`config.mk`:
```
export PLATFORM = sky130hd
export DESIGN_NAME = double_ended_queue
export DESIGN_NICKNAME = d
export VERILOG_FILES = /design/src/hdl/dq_pkg.sv /design/src/hdl/dq_ram.sv /design/src/hdl/dq_ctrl.sv /design/src/hdl/dq_datapath.sv /design/src/hdl/double_ended_queue.sv
export SDC_FILE = /design/constraint.sdc
export NUM_CORES = 1
export LEC_CHECK = 0
export BUFFER_PORTS_ARGS = -buffer_cell sky130_fd_sc_hd__buf_2
export CAP_MARGIN = 20
export CORE_AREA = 2 2 223 225
export CTS_CLUSTER_SIZE = 20
export DETAILED_ROUTE_END_ITERATION = 6
export DIE_AREA = 0 0 225 227
export PLACE_DENSITY = 0.88
export SLEW_MARGIN = 20
export SYNTH_ARGS = -nofsm -noshare
export SYNTH_HDL_FRONTEND = slang
export SYNTH_HIERARCHICAL = 1
export SYNTH_SLANG_ARGS = --single-unit
```
`constraint.sdc`:
```
create_clock -name clk -period 10.95 [get_ports clk]
set_input_delay 1.6425 -clock clk [delete_from_list [all_inputs] [get_ports clk]]
set_output_delay 1.6425 -clock clk [all_outputs]
set_load 0.005 [all_outputs]
```
`src/hdl/dq_pkg.sv`:
```
package dq_pkg;

    localparam int VALUE_W  = 32;
    localparam int OP_W     = 2;
    localparam int OCC_W    = 5;
    localparam int STATUS_W = 2;
    localparam int EXT_W    = 64;

    // m_axis_tdata layout, lowest bit first
    localparam int M_FRONT_LSB  = 0;
    localparam int M_BACK_LSB   = M_FRONT_LSB + VALUE_W;
    localparam int M_OCC_LSB    = M_BACK_LSB + VALUE_W;
    localparam int M_EMPTY_BIT  = M_OCC_LSB + OCC_W;
    localparam int M_FULL_BIT   = M_EMPTY_BIT + 1;
    localparam int M_STATUS_LSB = M_FULL_BIT + 1;
    localparam int M_USED_W     = M_STATUS_LSB + STATUS_W;
    localparam int M_TDATA_W    = ((M_USED_W + 7) / 8) * 8;

    typedef enum logic [OP_W-1:0] {
        OP_PUSH_FRONT = 2'd0,
        OP_PUSH_BACK  = 2'd1,
        OP_POP_FRONT  = 2'd2,
        OP_POP_BACK   = 2'd3
    } op_t;

    typedef enum logic [STATUS_W-1:0] {
        ST_DONE      = 2'd0,
        ST_EMPTY_POP = 2'd1,
        ST_FULL_PUSH = 2'd2
    } status_t;

    typedef struct packed {
        logic capture;
        logic exec;
        logic load;
    } dq_cmd_t;

    typedef struct packed {
        logic out_busy;
    } dq_stat_t;

endpackage

```
`src/hdl/dq_ram.sv`:
```
module dq_ram #(
    parameter int WIDTH = 32,
    parameter int DEPTH = 16
) (
    input  logic                     clk,
    input  logic                     we,
    input  logic [$clog2(DEPTH)-1:0] waddr,
    input  logic [WIDTH-1:0]         wdata,
    input  logic [$clog2(DEPTH)-1:0] raddr_a,
    output logic [WIDTH-1:0]         rdata_a,
    input  logic [$clog2(DEPTH)-1:0] raddr_b,
    output logic [WIDTH-1:0]         rdata_b
);

    logic [WIDTH-1:0] mem [DEPTH];

    always_ff @(posedge clk)
    begin
        if (we)
        begin
            mem[waddr] <= wdata;
        end
        rdata_a <= mem[raddr_a];
        rdata_b <= mem[raddr_b];
    end

endmodule

```
`src/hdl/dq_ctrl.sv`:
```
module dq_ctrl (
    input  logic             clk,
    input  logic             rst_n,
    input  logic             s_axis_tvalid,
    output logic             s_axis_tready,
    output dq_pkg::dq_cmd_t  cmd,
    input  dq_pkg::dq_stat_t stat
);

    import dq_pkg::*;

    typedef enum logic [3:0] {
        S_IDLE = 4'b0001,
        S_EXEC = 4'b0010,
        S_READ = 4'b0100,
        S_LOAD = 4'b1000
    } state_t;

    state_t state_reg;
    state_t state_next;

    always_ff @(posedge clk or negedge rst_n)
    begin
        if (!rst_n)
        begin
            state_reg <= S_IDLE;
        end
        else
        begin
            state_reg <= state_next;
        end
    end

    always_comb
    begin
        state_next    = state_reg;
        cmd           = '0;
        s_axis_tready = 1'b0;
        case (state_reg)
            S_IDLE:
            begin
                s_axis_tready = 1'b1;
                if (s_axis_tvalid)
                begin
                    cmd.capture = 1'b1;
                    state_next  = S_EXEC;
                end
            end
            S_EXEC:
            begin
                cmd.exec   = 1'b1;
                state_next = S_READ;
            end
            // ends are read from the updated slots here
            S_READ:
            begin
                state_next = S_LOAD;
            end
            S_LOAD:
            begin
                // hold until the output register is free
                if (!stat.out_busy)
                begin
                    cmd.load   = 1'b1;
                    state_next = S_IDLE;
                end
            end
            default:
            begin
                state_next = S_IDLE;
            end
        endcase
    end

endmodule

```
`src/hdl/dq_datapath.sv`:
```
module dq_datapath #(
    parameter int DEPTH      = 16,
    parameter int DATA_WIDTH = 32
) (
    input  logic                               clk,
    input  logic                               rst_n,
    input  dq_pkg::dq_cmd_t                    cmd,
    output dq_pkg::dq_stat_t                   stat,
    input  logic [dq_pkg::OP_W-1:0]            op_in,
    input  logic signed [dq_pkg::VALUE_W-1:0]  value_in,
    output logic                               out_valid,
    input  logic                               out_ready,
    output logic [dq_pkg::M_TDATA_W-1:0]       out_data
);

    import dq_pkg::*;

    localparam int ADDR_W = $clog2(DEPTH);
    localparam int CNT_W  = $clog2(DEPTH + 1);

    op_t                   op_reg;
    logic [DATA_WIDTH-1:0] word_reg;
    logic [ADDR_W-1:0]     front_reg;
    logic [ADDR_W-1:0]     front_next;
    logic [ADDR_W-1:0]     back_reg;
    logic [ADDR_W-1:0]     back_next;
    logic [CNT_W-1:0]      count_reg;
    logic [CNT_W-1:0]      count_next;
    status_t               status_reg;
    status_t               status_next;
    logic                  out_valid_reg;
    logic                  out_valid_next;
    logic [M_TDATA_W-1:0]  out_data_reg;
    logic [M_TDATA_W-1:0]  out_data_next;

    logic signed [EXT_W-1:0]      value_ext;
    logic                         is_full;
    logic                         is_empty;
    logic                         ram_we;
    logic [ADDR_W-1:0]            ram_waddr;
    logic [ADDR_W-1:0]            front_prev;
    logic [ADDR_W-1:0]            back_succ;
    logic [ADDR_W-1:0]            front_succ;
    logic [ADDR_W-1:0]            back_prev;
    logic signed [DATA_WIDTH-1:0] rd_front;
    logic signed [DATA_WIDTH-1:0] rd_back;
    logic signed [EXT_W-1:0]      front_ext;
    logic signed [EXT_W-1:0]      back_ext;
    logic [EXT_W-1:0]             count_ext;

    assign value_ext = EXT_W'(value_in);

    // wrap slots modulo DEPTH, any DEPTH
    assign front_prev = (front_reg == '0) ? ADDR_W'(DEPTH - 1) : front_reg - 1'b1;
    assign front_succ = (front_reg == ADDR_W'(DEPTH - 1)) ? '0 : front_reg + 1'b1;
    assign back_prev  = (back_reg == '0) ? ADDR_W'(DEPTH - 1) : back_reg - 1'b1;
    assign back_succ  = (back_reg == ADDR_W'(DEPTH - 1)) ? '0 : back_reg + 1'b1;

    assign is_full  = (count_reg == CNT_W'(DEPTH));
    assign is_empty = (count_reg == '0);

    always_comb
    begin
        front_next  = front_reg;
        back_next   = back_reg;
        count_next  = count_reg;
        status_next = status_reg;
        ram_we      = 1'b0;
        ram_waddr   = front_prev;
        if (cmd.exec)
        begin
            status_next = ST_DONE;
            case (op_reg)
                OP_PUSH_FRONT:
                begin
                    if (is_full)
                    begin
                        status_next = ST_FULL_PUSH;
                    end
                    else
                    begin
                        front_next = front_prev;
                        ram_we     = 1'b1;
                        ram_waddr  = front_prev;
                        count_next = count_reg + 1'b1;
                    end
                end
                OP_PUSH_BACK:
                begin
                    if (is_full)
                    begin
                        status_next = ST_FULL_PUSH;
                    end
                    else
                    begin
                        back_next  = back_succ;
                        ram_we     = 1'b1;
                        ram_waddr  = back_succ;
                        count_next = count_reg + 1'b1;
                    end
                end
                OP_POP_FRONT:
                begin
                    if (is_empty)
                    begin
                        status_next = ST_EMPTY_POP;
                    end
                    else
                    begin
                        front_next = front_succ;
                        count_next = count_reg - 1'b1;
                    end
                end
                OP_POP_BACK:
                begin
                    if (is_empty)
                    begin
                        status_next = ST_EMPTY_POP;
                    end
                    else
                    begin
                        back_next  = back_prev;
                        count_next = count_reg - 1'b1;
                    end
                end
                default:
                begin
                    status_next = ST_DONE;
                end
            endcase
        end
    end

    dq_ram #(
        .WIDTH (DATA_WIDTH),
        .DEPTH (DEPTH)
    ) u_ram (
        .clk     (clk),
        .we      (ram_we),
        .waddr   (ram_waddr),
        .wdata   (word_reg),
        .raddr_a (front_reg),
        .rdata_a (rd_front),
        .raddr_b (back_reg),
        .rdata_b (rd_back)
    );

    assign front_ext = EXT_W'(rd_front);
    assign back_ext  = EXT_W'(rd_back);
    assign count_ext = EXT_W'(count_reg);

    always_comb
    begin
        out_data_next = '0;
        if (!is_empty)
        begin
            out_data_next[M_FRONT_LSB +: VALUE_W] = front_ext[VALUE_W-1:0];
            out_data_next[M_BACK_LSB +: VALUE_W]  = back_ext[VALUE_W-1:0];
        end
        out_data_next[M_OCC_LSB +: OCC_W]       = count_ext[OCC_W-1:0];
        out_data_next[M_EMPTY_BIT]              = is_empty;
        out_data_next[M_FULL_BIT]               = is_full;
        out_data_next[M_STATUS_LSB +: STATUS_W] = status_reg;
    end

    always_comb
    begin
        out_valid_next = out_valid_reg;
        if (cmd.load)
        begin
            out_valid_next = 1'b1;
        end
        else if (out_ready)
        begin
            out_valid_next = 1'b0;
        end
    end

    always_ff @(posedge clk or negedge rst_n)
    begin
        if (!rst_n)
        begin
            front_reg     <= '0;
            back_reg      <= ADDR_W'(DEPTH - 1);
            count_reg     <= '0;
            status_reg    <= ST_DONE;
            out_valid_reg <= 1'b0;
        end
        else
        begin
            front_reg     <= front_next;
            back_reg      <= back_next;
            count_reg     <= count_next;
            status_reg    <= status_next;
            out_valid_reg <= out_valid_next;
        end
    end

    always_ff @(posedge clk)
    begin
        if (cmd.capture)
        begin
            op_reg   <= op_t'(op_in);
            word_reg <= value_ext[DATA_WIDTH-1:0];
        end
        if (cmd.load)
        begin
            out_data_reg <= out_data_next;
        end
    end

    assign stat.out_busy = out_valid_reg && !out_ready;
    assign out_valid     = out_valid_reg;
    assign out_data      = out_data_reg;

endmodule

```
`src/hdl/double_ended_queue.sv`:
```
// Double-ended queue over a ring of DEPTH words held in a two-read-port RAM.
// Each request carries an opcode on s_axis_tuser (push front, push back, pop
// front, pop back) and a signed 32-bit word on s_axis_tdata; every request
// gives exactly one result with the front and back words (zero when empty),
// the occupancy, empty and full flags and a status code (done, pop on empty
// ignored, push on full dropped). Words are stored as their low DATA_WIDTH
// bits and returned sign-extended. A request passes through capture, slot
// update with the RAM write, RAM read of both ends and output register
// load, which waits until the previous result has been taken. A new
// request is taken while the previous result still waits in the output
// register. No clearing pass is needed after reset.
module double_ended_queue #(
    parameter int DEPTH      = 16,
    parameter int DATA_WIDTH = 32
) (
    input  logic                            clk,
    input  logic                            rst_n,
    input  logic                            s_axis_tvalid,
    output logic                            s_axis_tready,
    // value[31:0]
    input  logic [dq_pkg::VALUE_W-1:0]      s_axis_tdata,
    // opcode[1:0]
    input  logic [dq_pkg::OP_W-1:0]         s_axis_tuser,
    output logic                            m_axis_tvalid,
    input  logic                            m_axis_tready,
    // front_value[31:0], back_value[63:32], occupancy[68:64], is_empty[69],
    // is_full[70], status[72:71], zero[79:73]
    output logic [dq_pkg::M_TDATA_W-1:0]    m_axis_tdata
);

    import dq_pkg::*;

    dq_cmd_t  cmd;
    dq_stat_t stat;

    dq_ctrl u_ctrl (
        .clk           (clk),
        .rst_n         (rst_n),
        .s_axis_tvalid (s_axis_tvalid),
        .s_axis_tready (s_axis_tready),
        .cmd           (cmd),
        .stat          (stat)
    );

    dq_datapath #(
        .DEPTH      (DEPTH),
        .DATA_WIDTH (DATA_WIDTH)
    ) u_datapath (
        .clk       (clk),
        .rst_n     (rst_n),
        .cmd       (cmd),
        .stat      (stat),
        .op_in     (s_axis_tuser),
        .value_in  ($signed(s_axis_tdata)),
        .out_valid (m_axis_tvalid),
        .out_ready (m_axis_tready),
        .out_data  (m_axis_tdata)
    );

endmodule
```
## Word level (Yosys, flattened, before mapping)

Memories as Yosys holds them, arrays and structs flattened. A register that Yosys moved wholly into a read port is not among the register bits.
Cells that the tools add are included.

- Output and inout port bits: 82
- Memory bits (writable): 512
- ROM bits: 0
- Bits in latches: 0
- Register bits after elaboration: 127
- Memories kept: 1

Memories:

| name | depth | bits a word | rd ports | clocked after memory_dff | write ports | line | RTL |
|---|---|---|---|---|---|---|---|
| u_datapath.u_ram.mem | 16 | 32 | 2 | 2 | 1 | dq_ram.sv:15 | `logic [WIDTH-1:0] mem [DEPTH];` |

- $add $sub $neg: 6
- Bitwise logic cells: 0
- Eq/ne operators: 18
- Divide/modulo/power cells: 0
- $lt $le $gt $ge: 0
- Shifts and indexed selects: 0
- Multiplexer cells: 35
- Multipliers: 0
- Reduce and logical (&&, ||, !) cells: 15

Operators by type and width:

| operator | number |
|---|---|
| $mux 4 | 13 |
| $ne 2x2->1 const B | 8 |
| $pmux 4 s2 | 2 |
| $pmux 4 s4 | 1 |
| $mux 1 | 14 |
| $eq 4x4->1 const B | 3 |
| $mux 5 | 2 |
| $pmux 5 s2 | 1 |
| $add 4x1->4 const B | 2 |
| $logic_not 4->1 | 2 |
| $reduce_and 4->1 | 2 |
| $sub 4x1->4 const B | 2 |
| $reduce_bool 2->1 | 3 |
| $add 5x1->5 const B | 1 |
| $eq 5x5->1 const B | 1 |
| $logic_not 5->1 | 1 |
| $sub 5x1->5 const B | 1 |
| $eq 2x2->1 const B | 2 |
| $eq 4x1->1 const B | 1 |
| $eq 4x2->1 const B | 1 |
| $eq 4x3->1 const B | 1 |
| $pmux 2 s2 | 1 |
| $reduce_or 2->1 | 2 |
| $reduce_and 3->1 | 1 |
| 6 further kinds | 6 |

## Longest topological paths before layout

- Depth in word-level cells: 6
- Depth in mapped cells: 8
- Depth with buffers taken out: 7

## Cells and area by module

The synthesis kept the hierarchy.

By module, submodules not included:

| module | cells an instance | area an instance (um^2) | instances | seq. area each (um^2) |
|---|---|---|---|---|
| dq_ram | 1141 | 24203.2 | 1 | 16656.0 |
| dq_datapath | 310 | 4897.2 | 1 | 3618.5 |
| dq_ctrl | 15 | 192.7 | 1 | 101.3 |

## Worst setup path after synthesis

No wires, ideal clock.

- Path type: input port to flip-flop
- From: input port m_axis_tready
- To: register u_datapath.out_valid_reg (netlist: u_datapath/out_valid)
- Slack: 1.560 ns
- Stages on the path: 3
- Setup time: 0.106 ns
- Data arrival time: 9.284 ns
- Path buffers: 0
- Cell sequence: nor2b_1 -> nor4_1 -> or2_2

RTL lines:

| item | line | RTL |
|---|---|---|
| start: declaration | double_ended_queue.sv:25 | `input logic m_axis_tready,` |
| end signal: assignment | dq_datapath.sv:195 | `out_valid_reg <= out_valid_next;` |
| end: declaration | dq_datapath.sv:31 | `logic out_valid_reg;` |

## Worst setup path after layout

- From: register u_datapath.front_reg[0]
- To: memory u_datapath.u_ram.mem[1][10], enable pin

- Longest elaborated chain between the ends: 5
- Elaborated cells on any way between the ends: 6
- Those cells by class: 1 x add/sub; 4 x mux; 1 x reduce/logical

RTL lines:

| item | line | RTL |
|---|---|---|
| start: declaration | dq_datapath.sv:23 | `logic [ADDR_W-1:0] front_reg;` |
| start signal: assignment | dq_datapath.sv:191 | `front_reg <= front_next;` |
| $sub 4x1->4 or $logic_not 4->1 (tied branches) | dq_datapath.sv:54 | `assign front_prev = (front_reg == '0) ? ADDR_W'(DEPTH - 1) : front_reg - 1'b1;` |
| $mux 4 (*) | dq_datapath.sv:54 |  |
| $mux 4 | dq_datapath.sv:90 | `if (is_full)` |
| $mux 4 | n/a |  |
| $mux 4 (*) | dq_datapath.sv:70 | `if (cmd.exec)` |
| net u_datapath.ram_waddr[3] | dq_datapath.sv:40 | `logic [ADDR_W-1:0] ram_waddr;` |
| end: declaration | dq_ram.sv:15 |  |

The timed path passes the listed nets; every way through them passes the cells marked *.

==> results by group <==
Outcome
  – Status: finished, final reports clean

Layout
  – Ant. Diodes: 0
  – Share of layout cells above drive strength 1: 33.7%
  – Area growth syn-to-layout: 13.0%
  – Final #Nets: 1635
  – Max reg flops: 512
  – Final core occ: 68.2%

Drt
  – First-pass DRT Iterations: 6
  – Via count: 16162
  – Post-DRT Antenna Nets: 0
  – Avg WL per Cell: 32.4 µm
  – Routed Wire Length: 73.6 mm
  – Vias per cell: 7.12
  – DR iter-0 viols: 2170
  – # DRC: 0

CTS
  – Post-CTS Setup Inserts: 0
  – Max clock buf depth: 3
  – CTS root buf: clkbuf_16
  – CTS tree: built
  – Clk Latency, worst-skew pair: 0.61 ns
  – Clk sink count: 703
  – Clock transition at path regs: 0.06 ns
  – CTS resizes: 0
  – Post-CTS Hold Buffers: 0
  – Cts bufs inserted: 72
  – H-Tree Depth: 3

Critical path
  – Setup crit end kind: flip-flop
  – Worst path cell trace: buf_4 -> inv_1 -> ha_1 -> o311ai_0 -> mux2i_1 -> or3b_2 -> nor2_4 -> buf_16
  – Arr. time, crit path: 5.59 ns
  – WP data required: 11.25 ns
  – WS Path Type: reg -> reg
  – Worst Reg2Reg Path Length in Cells: 8
  – Max stage delay on crit path: 0.95 ns
  – CP max FO: 49
  – Critical path's slowest cell: dfrtp_4
  – Setup crit start kind: flip-flop

Timing
  – Max-slew violation count: 0
  – Post-route setup TNS: 0 ns
  – Setup violations, final: 0
  – Worst Tran Pin Value: 1.18 ns
  – Fmax: 189 MHz
  – Crit path time final: 5.28 ns
  – RSZ-0062 raised after global routing: false
  – Relative slew slack: 21.1%
  – Count of final hold-check violations: 0
  – Clk_skew: 0.0181 ns
  – Final period utilization: 48.3%

Job
  – MaxCap Viol Count: 0

Synthesis
  – Sequential area share after synthesis: 69.6%
  – Post-Syn Area per Cell: 20.0 µm²
  – Mapped Area: 29300 µm²
  – Top cell type's share of synthesized area: 63.5%
  – Ys Warns: 6
  – Top post-synthesis cells by area: edfxtp_1 63%, mux4_2 20%, dfxtp_1 4.4%
  – Main synth FF type: edfxtp_1
  – Number of register bits inferred by synthesis: 703
  – Asr flop ratio synth: 2.84%
  – Gate Count Post-Synth: 1466
  – Post-synth cell types: 54
  – Area leader, netlist: edfxtp_1
  – Post-synth EDFFs: 619

Floorplanning
  – CORE AREA: 48500 µm²
  – Die Ht: 227 µm
  – Initial Util: 60.3%
  – Row count: 81
  – Die Area: 51100 µm²
  – IO Pins: 120
  – Die X: 225 µm

GRT
  – All-Layer GR Usage: 29.6%
  – Largest net degree at the start of global routing: 73
  – First-pass GRT wire length: 109 mm
  – Initial antenna violation count: 1
  – Vias in the first global route: 17071
  – Grt total ovfl: 0

Power and ir drop
  – Power Density: 260 nW/µm²
  – Pleak: 0.0108 µW
  – Peak VDD IR: 145 µV

Placed design
  – PortBufs: 112
  – DP Wirelength: 38.6 mm
  – Gpl congestion: 0.793

Worst hold path
  – Hold crit path type: reg -> reg
  – Hold path depth: 0
[metrics by stage]
stage          setup WS (ns)  cell area (µm²)  hold slack, ns  power, µW  std cells
4_1_cts                 5.60            33000           0.458       8590       2267
3_5_place_dp            5.80            30600           0.445       6050       2133
3_3_place_gp            5.92            30500           0.434       5960       2131
2_1_floorplan           1.56            29300           0.425       5350       1472
5_1_grt                 5.31            33100           0.466       8910       2271
6_report                5.67            33100           0.463       8620       2271
[cells in the mapped netlist, types with 3 or more instances]
master	instances
nand3_1	4
clkbuf_1	40
nand3b_1	4
mux2i_1	6
ha_1	7
a21oi_1	7
dfrtp_1	15
and2_1	3
mux2_4	3
nand2_1	74
nor2_1	20
buf_6	4
nor2b_1	55
a22oi_1	129
nor3_1	4
buf_2	11
dfxtp_1	64
xnor2_1	9
edfxtp_1	619
inv_1	14
buf_4	28
nand2b_1	5
a31oi_1	3
mux4_2	256
dfstp_2	5
and2b_1	15
o21ai_0	11
buf_1	21
[cell families after synthesis]
kind of cell,share of synthesized area [%]
AOI/OAI and AO/OA,3.91
xor gates and xnor gates,0.329
adders and majority gates,0.367
buffers and inverters,2.02
DFF,69.6
muxes,20.1
other,0.0128
and+or+nand+nor,3.69
[layout by cell type, fill, tap and decap left out, types with 8 or more instances in the layout]
master / instances
inv_1: 14
clkbuf_16: 79
and2b_1: 15
buf_4: 29
o21ai_0: 11
clkinv_2: 8
mux4_2: 256
xnor2_1: 9
clkbuf_1: 21
buf_2: 112
a22oi_1: 129
nor2b_1: 51
dfxtp_1: 64
dfrtp_1: 13
nand2_1: 74
edfxtp_1: 619
nor2_4: 14
[final cells by class]
type | instances | area (µm²)
clock buffers | 107 | 2150
clock inverters | 27 | 275
fillers | 2816 | 15500
inverters | 14 | 52.6
multi-input cells | 651 | 8520
flip-flops and latches | 703 | 20400
well taps | 622 | 778
repair buffers | 147 | 928
[critical path: cells and delay by family, from the launching register on]
family	cells	cell delay, ns
flip-flops	1	0.95
multiplexers	1	0.32
AO/OA/AOI/OAI	1	0.64
adder cells (fa/ha/maj)	1	0.31
buffers and inverters	3	1.28
AND/OR/NAND/NOR	2	1.36
[per-layer routing]
metal	part of all wire [%]	vias up	track usage (%)
li1	-	6349	-
met1	33	8277	37.3
met2	51	1303	49.8
met3	11	233	6.03
met4	4.3	0	14.8
met5	0	-	0
[where the power goes]
part | switching, µW | internal, µW | leakage, µW
registers | 405 | 3310 | 0.00636
logic | 1250 | 1140 | 0.00330
clock network | 1020 | 1490 | 0.00117
total | 2680 | 5940 | 0.0108
[worst paths after layout]
check | from | to | slack (ns)
worst max-delay path | u_datapath/front_reg[0]$_DFFE_PN0P_ | u_datapath/u_ram/mem[1][10]$_DFFE_PP_ | 5.67
worst min-delay path | u_datapath/status_reg[0]$_DFFE_PN0P_ | u_datapath/out_data[71]$_DFFE_PP_ | 0.46
worst max register to register | u_datapath/front_reg[0]$_DFFE_PN0P_ | u_datapath/u_ram/mem[1][10]$_DFFE_PP_ | 5.67
worst min register to register | u_datapath/status_reg[0]$_DFFE_PN0P_ | u_datapath/out_data[71]$_DFFE_PP_ | 0.46
max in group asynchronous | rst_n | u_datapath/front_reg[1]$_DFFE_PN0P_ | 9.59
min in group asynchronous | rst_n | u_datapath/count_reg[3]$_DFFE_PN0P_ | 0.99
No activity file was read; power rests on OpenSTA's default activity.
